`config.mk`:
```
export PLATFORM = sky130hd
export DESIGN_NAME = life_generation_row_stencil
export DESIGN_NICKNAME = d
export VERILOG_FILES = /design/src/rtl/core/lgrs_pkg.sv /design/src/rtl/core/lgrs_cell.sv /design/src/rtl/core/lgrs_out_skid.sv /design/src/rtl/core/life_generation_row_stencil.sv
export VERILOG_INCLUDE_DIRS = /design/src /design/src/rtl/core
export SDC_FILE = /design/constraint.sdc
export NUM_CORES = 1
export LEC_CHECK = 0
export BUFFER_PORTS_ARGS = -buffer_cell sky130_fd_sc_hd__buf_2
export CORE_MARGIN = 10
export CORE_UTILIZATION = 35
export DETAILED_ROUTE_END_ITERATION = 8
export PLACE_DENSITY = 0.47
export SLEW_MARGIN = 0
export SYNTH_ARGS = -nofsm -noshare
export SYNTH_HDL_FRONTEND = slang
export SYNTH_SLANG_ARGS = --single-unit
```
`constraint.sdc`:
```
create_clock -name aclk -period 12.1 [get_ports aclk]
set_clock_uncertainty 0.1 [all_clocks]
set_input_delay 1.21 -clock aclk [delete_from_list [all_inputs] [get_ports aclk]]
set_output_delay 1.21 -clock aclk [all_outputs]
set_load 0.02 [all_outputs]
```
`src/rtl/core/life_generation_row_stencil_assert.svh`:
```
// ----------------------------------------------------------------------------
// Assertion macros for the Life row stencil
// Short forms for clocked assertions with a synchronous active-low reset.
// ----------------------------------------------------------------------------
`ifndef LIFE_GENERATION_ROW_STENCIL_ASSERT_SVH
`define LIFE_GENERATION_ROW_STENCIL_ASSERT_SVH

// The consequent must hold in the same cycle as the antecedent.
`define LGRS_ASSERT_SAME(label, clk, rstn, ante, cons) \
    label: assert property (@(posedge clk) disable iff (!(rstn)) (ante) |-> (cons)) \
        else $error("assertion failed in the Life row stencil");

// The consequent must hold in the cycle after the antecedent.
`define LGRS_ASSERT_NEXT(label, clk, rstn, ante, cons) \
    label: assert property (@(posedge clk) disable iff (!(rstn)) (ante) |=> (cons)) \
        else $error("assertion failed in the Life row stencil");

`endif

```
`src/rtl/core/lgrs_pkg.sv`:
```
// ----------------------------------------------------------------------------
// lgrs_pkg
// Types, constants and the cell rule shared by the Life row stencil.
// ----------------------------------------------------------------------------
`default_nettype none

package lgrs_pkg;

    localparam int ROW_BITS          = 64;
    localparam int WIDTH_BITS        = 7;
    localparam int DEFAULT_MAX_WIDTH = 64;
    localparam int RESET_ROW_WIDTH   = 64;

    localparam logic [3:0] BIRTH_COUNT   = 4'd3;
    localparam logic [3:0] SURVIVE_COUNT = 4'd2;

    // One column as seen by its neighbors: the row above, the row itself, the row below.
    typedef struct packed {
        logic up;
        logic mid;
        logic down;
    } col_t;

    typedef struct packed {
        logic [ROW_BITS-1:0] next_row;
        logic                frame_done;
    } out_item_t;

    function automatic logic life_next(input logic alive, input logic [3:0] count);
        return (count == BIRTH_COUNT) || (alive && (count == SURVIVE_COUNT));
    endfunction

endpackage

`default_nettype wire

```
`src/rtl/core/lgrs_cell.sv`:
```
// ----------------------------------------------------------------------------
// lgrs_cell
// One column of the stencil: holds the two previous rows of its column and
// computes the next state of the middle cell from its own and its neighbors'
// columns.
// ----------------------------------------------------------------------------
`default_nettype none

module lgrs_cell (
    input  wire logic         aclk,
    input  wire logic         load,
    input  wire logic         active,
    input  wire logic         in_bit,
    input  wire lgrs_pkg::col_t left_col,
    input  wire lgrs_pkg::col_t right_col,
    output lgrs_pkg::col_t    own_col,
    output logic              next_bit
);
    import lgrs_pkg::*;

    logic       upper_reg;
    logic       middle_reg;
    logic [3:0] count;

    // Stored bits are masked again here, since the width may have changed.
    assign own_col.up   = upper_reg & active;
    assign own_col.mid  = middle_reg & active;
    assign own_col.down = in_bit & active;

    assign count = {3'b000, left_col.up}  + {3'b000, left_col.mid}  + {3'b000, left_col.down}
                 + {3'b000, right_col.up} + {3'b000, right_col.mid} + {3'b000, right_col.down}
                 + {3'b000, own_col.up}   + {3'b000, own_col.down};

    assign next_bit = active & life_next(own_col.mid, count);

    always_ff @(posedge aclk) begin
        if (load) begin
            upper_reg  <= own_col.mid;
            middle_reg <= own_col.down;
        end
    end

endmodule

`default_nettype wire

```
`src/rtl/core/lgrs_out_skid.sv`:
```
// ----------------------------------------------------------------------------
// lgrs_out_skid
// Two-entry result holding stage: an output register plus a skid register,
// so the input side keeps moving while one result waits.
// ----------------------------------------------------------------------------
`default_nettype none

module lgrs_out_skid (
    input  wire logic                aclk,
    input  wire logic                aresetn,
    input  wire logic                push,
    input  wire lgrs_pkg::out_item_t push_item,
    output logic                     can_accept,
    output logic                     m_tvalid,
    input  wire logic                m_tready,
    output lgrs_pkg::out_item_t      m_item
);
    import lgrs_pkg::*;

    logic      out_valid_reg,  out_valid_next;
    logic      skid_valid_reg, skid_valid_next;
    out_item_t out_item_reg,   out_item_next;
    out_item_t skid_item_reg,  skid_item_next;
    logic      pop;

    assign pop        = out_valid_reg && m_tready;
    assign can_accept = !skid_valid_reg;
    assign m_tvalid   = out_valid_reg;
    assign m_item     = out_item_reg;

    always_comb begin
        out_valid_next  = out_valid_reg;
        skid_valid_next = skid_valid_reg;
        out_item_next   = out_item_reg;
        skid_item_next  = skid_item_reg;
        if (pop) begin
            if (skid_valid_reg) begin
                out_item_next   = skid_item_reg;
                skid_valid_next = 1'b0;
            end else begin
                out_valid_next = push;
                out_item_next  = push_item;
            end
        end else if (push) begin
            if (!out_valid_reg) begin
                out_valid_next = 1'b1;
                out_item_next  = push_item;
            end else begin
                skid_valid_next = 1'b1;
                skid_item_next  = push_item;
            end
        end
    end

    always_ff @(posedge aclk) begin
        if (!aresetn) begin
            out_valid_reg  <= 1'b0;
            skid_valid_reg <= 1'b0;
        end else begin
            out_valid_reg  <= out_valid_next;
            skid_valid_reg <= skid_valid_next;
        end
        out_item_reg  <= out_item_next;
        skid_item_reg <= skid_item_next;
    end

endmodule

`default_nettype wire

```
`src/rtl/core/life_generation_row_stencil.sv`:
```
// One generation of Life (birth on 3, survival on 2 or 3) over a frame streamed
// one row per item: the top halo row (tuser set), the body rows, and the bottom
// halo row (tlast set). Columns wrap at the configured row width; bits at and
// above it are ignored on input and are zero on output. From the third row of a
// frame on, each item yields the next state of the row before it, with tlast on
// the result of the bottom halo row. The block takes one item per clock with no
// gaps unless the slave stalls; a result is registered in the output stage before
// it reaches the master side. The slave side stalls only while two results wait.
// ----------------------------------------------------------------------------
// life_generation_row_stencil
// Top level: configuration, frame control, a chain of column cells and the
// output stage.
// ----------------------------------------------------------------------------
`default_nettype none

module life_generation_row_stencil #(
    parameter int MAX_WIDTH = lgrs_pkg::DEFAULT_MAX_WIDTH
) (
    input  wire logic                            aclk,
    input  wire logic                            aresetn,
    input  wire logic                            cfg_wr_en,
    input  wire logic [lgrs_pkg::WIDTH_BITS-1:0] cfg_wr_data,  // row_width
    input  wire logic                            s_tvalid,
    output logic                                 s_tready,
    input  wire logic [lgrs_pkg::ROW_BITS-1:0]   s_tdata,      // row_cells
    input  wire logic                            s_tuser,      // first_row
    input  wire logic                            s_tlast,      // last_row
    output logic                                 m_tvalid,
    input  wire logic                            m_tready,
    output logic [lgrs_pkg::ROW_BITS-1:0]        m_tdata,      // next_row
    output logic                                 m_tlast       // frame_done
);
    import lgrs_pkg::*;

    localparam int COL_BITS    = (MAX_WIDTH > 1) ? $clog2(MAX_WIDTH) : 1;
    localparam int RESET_WIDTH = (RESET_ROW_WIDTH > MAX_WIDTH) ? MAX_WIDTH : RESET_ROW_WIDTH;
    localparam logic [COL_BITS-1:0] RESET_LAST_COL = COL_BITS'(RESET_WIDTH - 1);
    localparam logic [WIDTH_BITS-1:0] MAX_WIDTH_W  = WIDTH_BITS'(MAX_WIDTH);

    logic [COL_BITS-1:0] last_col_reg;
    logic [COL_BITS-1:0] last_col_next;
    logic [1:0]          rows_seen_reg, rows_seen_next;
    logic [1:0]          rows_base;
    logic                s_accept;
    logic                produce;

    col_t                col     [MAX_WIDTH];
    col_t                left_in [MAX_WIDTH];
    col_t                right_in[MAX_WIDTH];
    logic [MAX_WIDTH-1:0] active;
    logic [MAX_WIDTH-1:0] next_bits;
    col_t                wrap_col;

    out_item_t           push_item;
    out_item_t           m_item;
    logic                can_accept;

    // Configuration: keep the index of the last column in use.
    always_comb begin
        if (cfg_wr_data == '0) begin
            last_col_next = '0;
        end else if (cfg_wr_data > MAX_WIDTH_W) begin
            last_col_next = COL_BITS'(MAX_WIDTH - 1);
        end else begin
            last_col_next = COL_BITS'(cfg_wr_data - 1'b1);
        end
    end

    always_ff @(posedge aclk) begin
        if (!aresetn) begin
            last_col_reg <= RESET_LAST_COL;
        end else if (cfg_wr_en) begin
            last_col_reg <= last_col_next;
        end
    end

    // Frame control: a result needs two held rows of the current frame.
    assign s_tready  = can_accept;
    assign s_accept  = s_tvalid && s_tready;
    assign rows_base = s_tuser ? 2'd0 : rows_seen_reg;
    assign produce   = s_accept && (rows_base == 2'd2);

    always_comb begin
        rows_seen_next = rows_seen_reg;
        if (s_accept) begin
            if (s_tlast) begin
                rows_seen_next = 2'd0;
            end else if (rows_base == 2'd2) begin
                rows_seen_next = rows_base;
            end else begin
                rows_seen_next = rows_base + 2'd1;
            end
        end
    end

    always_ff @(posedge aclk) begin
        if (!aresetn) begin
            rows_seen_reg <= 2'd0;
        end else begin
            rows_seen_reg <= rows_seen_next;
        end
    end

    // The leftmost cell wraps to the last column in use.
    assign wrap_col = col[last_col_reg];

    for (genvar c = 0; c < MAX_WIDTH; c++) begin : g_cell
        assign active[c] = (COL_BITS'(c) <= last_col_reg);

        if (c == 0) begin : g_left_wrap
            assign left_in[c] = wrap_col;
        end else begin : g_left_chain
            assign left_in[c] = col[c-1];
        end

        if (c == MAX_WIDTH - 1) begin : g_right_wrap
            assign right_in[c] = col[0];
        end else begin : g_right_chain
            assign right_in[c] = (last_col_reg == COL_BITS'(c)) ? col[0] : col[c+1];
        end

        lgrs_cell u_cell (
            .aclk      (aclk),
            .load      (s_accept),
            .active    (active[c]),
            .in_bit    (s_tdata[c]),
            .left_col  (left_in[c]),
            .right_col (right_in[c]),
            .own_col   (col[c]),
            .next_bit  (next_bits[c])
        );
    end

    assign push_item.next_row   = ROW_BITS'(next_bits);
    assign push_item.frame_done = s_tlast;

    lgrs_out_skid u_out (
        .aclk       (aclk),
        .aresetn    (aresetn),
        .push       (produce),
        .push_item  (push_item),
        .can_accept (can_accept),
        .m_tvalid   (m_tvalid),
        .m_tready   (m_tready),
        .m_item     (m_item)
    );

    assign m_tdata = m_item.next_row;
    assign m_tlast = m_item.frame_done;

`include "life_generation_row_stencil_assert.svh"

    // A stalled input means both result registers are full.
    `LGRS_ASSERT_SAME(a_stall_needs_full, aclk, aresetn, !s_tready, m_tvalid)
    // The bottom halo row closes the frame.
    `LGRS_ASSERT_NEXT(a_last_closes, aclk, aresetn, s_accept && s_tlast, rows_seen_reg == 2'd0)
    // A top halo row never gives a result.
    `LGRS_ASSERT_NEXT(a_first_no_result, aclk, aresetn, s_accept && s_tuser && !m_tvalid,
                      !m_tvalid)

endmodule

`default_nettype wire
```
==> metrics.md, run 1 <==
| Metric | Value |
|---|---|
| Detail Route met2 WL | 42800 um |
| CP max FO | 44 |
| First-pass GRT wire length | 136000 um |
| Vias in the first global route | 20900 |
| Pre-antenna DRT Iters | 7 |
| Layout cells sized above 1 | 13.8% |
| Synth Warn # | 0 |
| Routed wl met3 | 6710 um |
| Highest-count cells in the layout ignoring fill and taps | inv_1 (409), edfxtp_1 (258), fa_1 (256), a21oi_1 (200), ha_1 (196) |
| Type of origin of the critical path | register |
| Final ANT Viol Nets | 0 |
| Chip width | 289 um |
| Status | completed |
| Worst-path clk slew | 0.06 ns |
| Tot GR Track Use | 21.6% |
| Post-synth EDFFs | 258 |
| Final HPWL DP | 68600 um |
| Filler instances | 7071 |
| # DRC | 0 |
| Hold Vio Cnt, Final | 0 |
| Post-synth top flop | edfxtp_1 |
| Via density per instance | 5.58 |
| Initial DRC count | 1632 |
| Leakage | 12.3 nW |
| Syn Inst Count | 2435 |
| H-tree depth | 2 |
| Initial antenna violation count | 5 |
| Vias | 19700 |
| WL/cell | 25.6 um |
| Worst hold-check path type | reg -> reg |
| I/O Buffers | 144 |
| CP Capture Type | register |
| Setup TNS | 0 ns |
| Commonest non-fill, non-tap cell in the layout | inv_1 |
| Min Tclk post-route | 6.58 ns |
| Worst skew pair latency | 0.58 ns |
| Synth cell types | 75 |
| Hold-fix buffers, CTS | 0 |
| Pwr/cell area | 141 nW/um^2 |
| Grt ovf | 0 |
| Nets | 3087 |
| Post-route cell area | 28400 um^2 |
| Worst hold slack | 0.370 ns |
| CTS tree | yes |
| Required time of the critical path | 12.44 ns |
| Maximum vdd drop | 0.0789 mV |
| Area leader, netlist | edfxtp_1 |
| M1 wire length | 37700 um |
| Crit-path cells | buf_4 > inv_1 > nand2_1 > a2111oi_0 > o41ai_1 > a32oi_1 > nor4_1 > ha_1 > inv_1 > fa_1 > inv_1 > fa_1 > inv_1 > fa_1 > fa_1 > nor3_1 > mux2i_1 > nor3_1 > mux2_2 |
| IO Pins | 145 |
| Postcts setup bufs | 0 |
| Mapped Avg Cell Area | 10.4 um^2 |
| Final Cycle Share | 54.4% |
| Placed Area | 27100 um^2 |
| P&R area growth vs syn | 11.9% |
| Crit path kind | reg -> reg |
| RSZ-0062 raised after global routing | false |
| Post-synthesis cell area | 25300 um^2 |
| Pin count of the biggest net entering global routing | 66 |
| N_diodes | 0 |
| Global placement routability congestion | 0.958 |
| Final setup viols | 0 |
| Seq/Total Area, Yosys | 31.4% |
| Worst-Margin Slew | 1.19 ns |
| CTS root buffer | clkbuf_16 |
| Synth Register Bits | 268 |
| Max Slew Vio Count | 0 |
| Clk sinks | 268 |
| CTS resizes | 0 |
| Synth Net Count | 2965 |
| Area share of the largest cell type after synthesis | 30.6% |
| Synth top area cells | edfxtp_1 (31%), fa_1 (20%), ha_1 (9.7%) |
| Drt total wl | 90700 um |
| Slew HR | 20.1% |
| Die ar. | 83500 um^2 |
| Highest Signal Layer | met5 |
| Clk buf depth | 3 |
| Critical Path Max Stage Delay | 0.75 ns |
| Die H | 289 um |
| Row count | 98 |
| Slowest-stage cell, CP | dfxtp_4 |
| Starting Density | 35.4% |
| Post-synth ARST share | 0% |
| Achievable frequency | 152 MHz |
| MaxCap Viol Count | 0 |
| Crit path arrival time | 6.92 ns |
| Total CTS buffers | 39 |
| Core area | 71600 um^2 |
==> cell type report <==
| class | instances | area [um^2] | area share (%) |
|---|---|---|---|
| multi-input cells | 1655 | 15400 | 54.2 |
| flip-flops and latches | 268 | 7960 | 28.1 |
| inverters | 413 | 1560 | 5.48 |
| well taps | 950 | 1190 | 4.19 |
| clock buffers | 48 | 1070 | 3.78 |
| repair buffers | 180 | 988 | 3.49 |
| clock inverters | 22 | 213 | 0.750 |
==> critical path, delay by kind of cell, from the launching register on <==
family,cells,cell delay (ns)
compound gates,3,0.87
fa+ha+maj,5,2.07
simple gates,4,1.41
flops,1,0.75
buf+inv,5,0.89
mux,2,0.29
==> final timing paths <==
path,end,slack [ns],cells past startpoint,from
worst max-delay path,u_out.m_item[1],5.52,19,last_col_reg[1]
worst min-delay path,rows_seen_reg[0],0.37,2,rows_seen_reg[0]
worst max register to register,u_out.m_item[1],5.52,19,last_col_reg[1]
worst min register to register,rows_seen_reg[0],0.37,2,rows_seen_reg[0]
==> stage by stage <==
step | util [%] | std cells | setup slack (ns) | power, W
finish | 39.6 | 3536 | 5.52 | 0.00399
global route | 39.6 | 3536 | 5.13 | 0.00432
CTS | 39.6 | 3535 | 5.62 | 0.00404
detailed placement | 37.8 | 3465 | 5.66 | 0.00282
global placement | 37.8 | 3465 | 5.83 | 0.00274
floorplan | - | 2435 | 2.43 | 0.00235
==> report_power, final <==
group	leakage, nW	internal (W)	switching [W]
Sequential	2.54	0.00112	0.0000372
Combinational	9.11	0.000677	0.000966
Clock	0.623	0.000713	0.000483
==> cells in the mapped netlist (14+ instances only) <==
cell type  instances
a2111oi_0         52
a21o_1            25
a21oi_1          200
a31oi_1           37
and2_1           126
and3_1            33
buf_2             19
buf_4             18
clkbuf_1          57
edfxtp_1         258
fa_1             256
ha_1             196
inv_1            410
mux2_2            71
mux2i_1           22
mux4_2            22
nand2_1          130
nand3_1           25
nor2_1           128
nor2b_1           52
nor3_1            38
nor4_1            30
nor4b_1           15
o21ai_0           48
o21bai_1          14
==> routing by layer <==
layer,track usage (%),up-vias
met1,27.9,10000
met2,35.4,785
met3,4.47,205
met4,7.97,6
met5,0,-
li1,-,8700
==> logic make-up after synthesis <==
logic type	Yosys count	synth area share (%)
simple gates	610	12.5
xor+xnor	3	0.104
buf+inv	512	8.04
fa+ha+maj	452	29.9
flops	268	31.4
mux	116	6.08
compound gates	474	12.0
Power figures use the tool's default switching activity.
==> inputs of run 2 (changes only) <==
--- a/config.mk
+++ b/config.mk
@@ -6,11 +6,12 @@
 export SDC_FILE = /design/constraint.sdc
 export NUM_CORES = 1
 export LEC_CHECK = 0
+export ABC_AREA = 1
 export BUFFER_PORTS_ARGS = -buffer_cell sky130_fd_sc_hd__buf_2
 export CORE_MARGIN = 10
 export CORE_UTILIZATION = 35
 export DETAILED_ROUTE_END_ITERATION = 8
-export PLACE_DENSITY = 0.47
+export PLACE_DENSITY = 0.48
 export SLEW_MARGIN = 0
 export SYNTH_ARGS = -nofsm -noshare
 export SYNTH_HDL_FRONTEND = slang
==> constraint.sdc (replaced) <==
create_clock -name aclk -period 5.5 [get_ports aclk]
set_clock_uncertainty 0.1 [all_clocks]
set_input_delay 0.55 -clock aclk [delete_from_list [all_inputs] [get_ports aclk]]
set_output_delay 0.55 -clock aclk [all_outputs]
set_load 0.02 [all_outputs]
==> run 2 against run 1 <==
Clock-buffer cell count did not move. Cell area increased by 5.9%. Sequential cell count unchanged. Synthesized cell count grew 25%. Synthesized area is 1.7% higher. Worst hold slack got worse by 0.28 ns. Clock power up 120%. Critical endpoint unchanged. Largest cell class unchanged.
==> metrics.md, run 2 <==
| Metric | Value |
|---|---|
| Area share of the largest cell type after synthesis | 30.1% (-0.52 points) |
| Synth cell types | 40 (-47%) |
| Dpl ws | -0.149 ns (-5.81 ns) |
| CTS tree | yes |
| Critical Path Max Stage Delay | 0.55 ns (-0.20 ns) |
| Setup TNS | 0 ns (unchanged) |
| Seq/Total Area, Yosys | 30.8% (-0.54 points) |
| H-tree depth | 2 (unchanged) |
| MaxCap Viol Count | 0 (unchanged) |
| Pre-antenna DRT Iters | 5 (-2) |
| Vias in the first global route | 22700 (+8.7%) |
| Hold Vio Cnt, Final | 0 (unchanged) |
| Largest family of logic cells by synthesized area | adder cells |
| # DRC | 0 (unchanged) |
| Type of origin of the critical path | register |
| Initial DRC count | 1617 (-0.92%) |
| Synth Area in Simple Gates | 17.6% (+5.1 points) |
| Clk buf depth | 3 (unchanged) |
| Post-synth ARST share | 0% (unchanged) |
| Total CTS buffers | 38 (-2.6%) |
| Postcts setup bufs | 0 (unchanged) |
| Worst skew pair latency | 0.57 ns (about the same) |
| Final HPWL DP | 72000 um (+4.9%) |
| Compound-cell area share of the yosys netlist | 7.32% (-4.7 points) |
| Worst r2r src | last_col_reg[2] |
| Post-synthesis cell area | 25800 um^2 (+1.7%) |
| Endpoint, Worst Hold | u_out.skid_item_reg[0] |
| Top cell by count, worst path | inv_1 |
| Synth Net Count | 3574 (+21%) |
| Final Cycle Share | 96.4% (+42 points) |
| Achievable frequency | 189 MHz (+24%) |
| Die ar. | 84900 um^2 (+1.6%) |
| Nets | 3832 (+24%) |
| I/O Buffers | 144 (unchanged) |
| FF-to-FF path depth | 25 (+6) |
| Grt ovf | 0 (unchanged) |
| Via density per instance | 5.04 (-9.7%) |
| Layout cells sized above 1 | 14.1% (+0.29 points) |
| Commonest non-fill, non-tap cell in the layout | inv_1 |
| Mux share of post-synthesis cell area | 2.66% (-3.4 points) |
| CTS root buffer | clkbuf_16 |
| P&R area growth vs syn | 16.5% |
| Die H | 291 um (+0.81%) |
| CP Capture Type | register |
| Leakage | 14.9 nW (+22%) |
| Worst-path clk slew | 0.06 ns (about the same) |
| Synth Register Bits | 268 (unchanged) |
| Post-synth top flop | edfxtp_1 |
| Pwr/cell area | 302 nW/um^2 (+110%) |
| Tot GR Track Use | 21.4% (-0.24 points) |
| Highest-count cells in the layout ignoring fill and taps | inv_1 (734), nand2_1 (595), edfxtp_1 (258), fa_1 (256), nor2_1 (231) |
| Clk sinks | 268 (unchanged) |
| Post-synth EDFFs | 258 (unchanged) |
| Area leader, netlist | edfxtp_1 |
| Critical path buffer and inverter count | 5 (unchanged) |
| Syn Inst Count | 3044 (+25%) |
| Worst-Margin Slew | 0.996 ns (-0.192 ns) |
| RSZ-0062 raised after global routing | false |
| Vias | 21600 (+9.5%) |
| Final setup viols | 0 (unchanged) |
| Maximum vdd drop | 0.197 mV (+150%) |
| Worst flop-to-flop path endpoint | u_out.m_item[1] |
| Placed Area | 28600 um^2 (+5.7%) |
| Worst hold slack | 0.0884 ns (-0.282 ns) |
| Slowest-stage cell, CP | fa_1 |
| Drt total wl | 91400 um (+0.84%) |
| IO Pins | 145 (unchanged) |
| Top delay family on crit path | adder cells |
| Mapped Avg Cell Area | 8.47 um^2 (-19%) |
| Min Tclk post-route | 5.30 ns (-1.28 ns) |
| Global placement routability congestion | 0.914 (-4.6%) |
| Hold-fix buffers, CTS | 0 (unchanged) |
| Utilization after layout | 41.2% (+1.5 points) |
| Synth Warn # | 0 (unchanged) |
| Synth cell count leaders | inv_1 (736), nand2_1 (606), edfxtp_1 (258) |
| Max Slew Vio Count | 0 (unchanged) |
| Synth top area cells | edfxtp_1 (30%), fa_1 (20%), inv_1 (11%) |
| Final ANT Viol Nets | 0 (unchanged) |
| Pin count of the biggest net entering global routing | 59 (-11%) |
| Adder-Cell Fraction of Synth Area | 29.4% (-0.51 points) |
| XOR/XNOR Fraction of Synth Area | 0.0680% (-0.036 points) |
| Post-route cell area | 30000 um^2 (+5.9%) |
| CP max FO | 7 (-84%) |
| Worst reg2reg setup slack | 0.20 ns (-5.32 ns) |
| Row count | 99 (+1.0%) |
| Slew HR | 33.6% (+14 points) |
| Required time of the critical path | 5.70 ns (-6.74 ns) |
| WL/cell | 21.3 um (-17%) |
| Chip width | 291 um (+0.81%) |
| Starting Density | 35.3% (-0.049 points) |
| Final WS setup | 0.200 ns (-5.32 ns) |
| First-pass GRT wire length | 140000 um (+3.6%) |
| Hold path cells | 1 (-1) |
| Crit path kind | reg -> reg |
| Crit path arrival time | 5.50 ns (-1.42 ns) |
| Status | completed |
| Initial antenna violation count | 2 (-3) |
| Count leader, synth | inv_1 |
| Hold_sp | s_tlast |
| Worst hold-check path type | in -> reg |
| Core area | 73000 um^2 (+1.9%) |
run 2: routing by layer:
| layer | track usage, % | up-vias | wire length (um) |
|---|---|---|---|
| met3 | 2.87 | 113 | 4600 |
| met1 | 28.7 | 10700 | 40800 |
| met4 | 5.73 | 2 | 2500 |
| met5 | 0 | - | 13 |
| met2 | 35.7 | 579 | 43500 |
| li1 | - | 10200 | - |
run 2: logic make-up (layout without fill, tap and decap cells):
| group | Yosys count | count (layout) |
|---|---|---|
| buf+inv | 821 | 1106 |
| flops | 268 | 268 |
| simple gates | 1104 | 1104 |
| mux | 61 | 61 |
| fa+ha+maj | 452 | 452 |
| xor+xnor | 2 | 2 |
| compound gates | 336 | 336 |
| other cells | 0 | 1 |
run 2: through the flow:
step,power [W],std cells
after floorplan,0.00527,3044
after global placement,0.00632,4221
after detailed placement,0.00648,4221
after CTS,0.00918,4288
after global routing,0.00987,4288
final,0.00906,4289
run 2: report_power, final:
part | internal, W | switching (W) | leakage, nW
Clock | 0.00158 | 0.00104 | 0.634
Sequential | 0.00246 | 0.0000466 | 2.55
Combinational | 0.00158 | 0.00235 | 11.7
run 2: how the worst max path moves through the flow:
stage,cells after the start,to,slack [ns],start
final,25,u_out.m_item[1],0.20,last_col_reg[2]
after global routing,25,u_out.m_item[1],0.0005,last_col_reg[3]
after CTS,24,u_out.m_item[1],0.003,last_col_reg[2]
after detailed placement,24,u_out.m_item[1],-0.15,last_col_reg[3]
after global placement,24,u_out.m_item[1],-0.02,last_col_reg[2]
after floorplan,24,u_out.m_item[1],0.80,last_col_reg[4]
run 2: area by class of cell:
class | instances | area (um^2)
flip-flops and latches | 268 | 7970
diodes | 1 | 2.50
fillers | 7386 | 42900
clock inverters | 19 | 204
inverters | 744 | 2800
well taps | 959 | 1200
repair buffers | 295 | 1940
multi-input cells | 1955 | 14800
clock buffers | 48 | 1080
run 2: what timing repair did:
action	CTS	global route
endpoints found under the setup margin	3	10
gates resized for setup	7	43
pin swaps	0	0
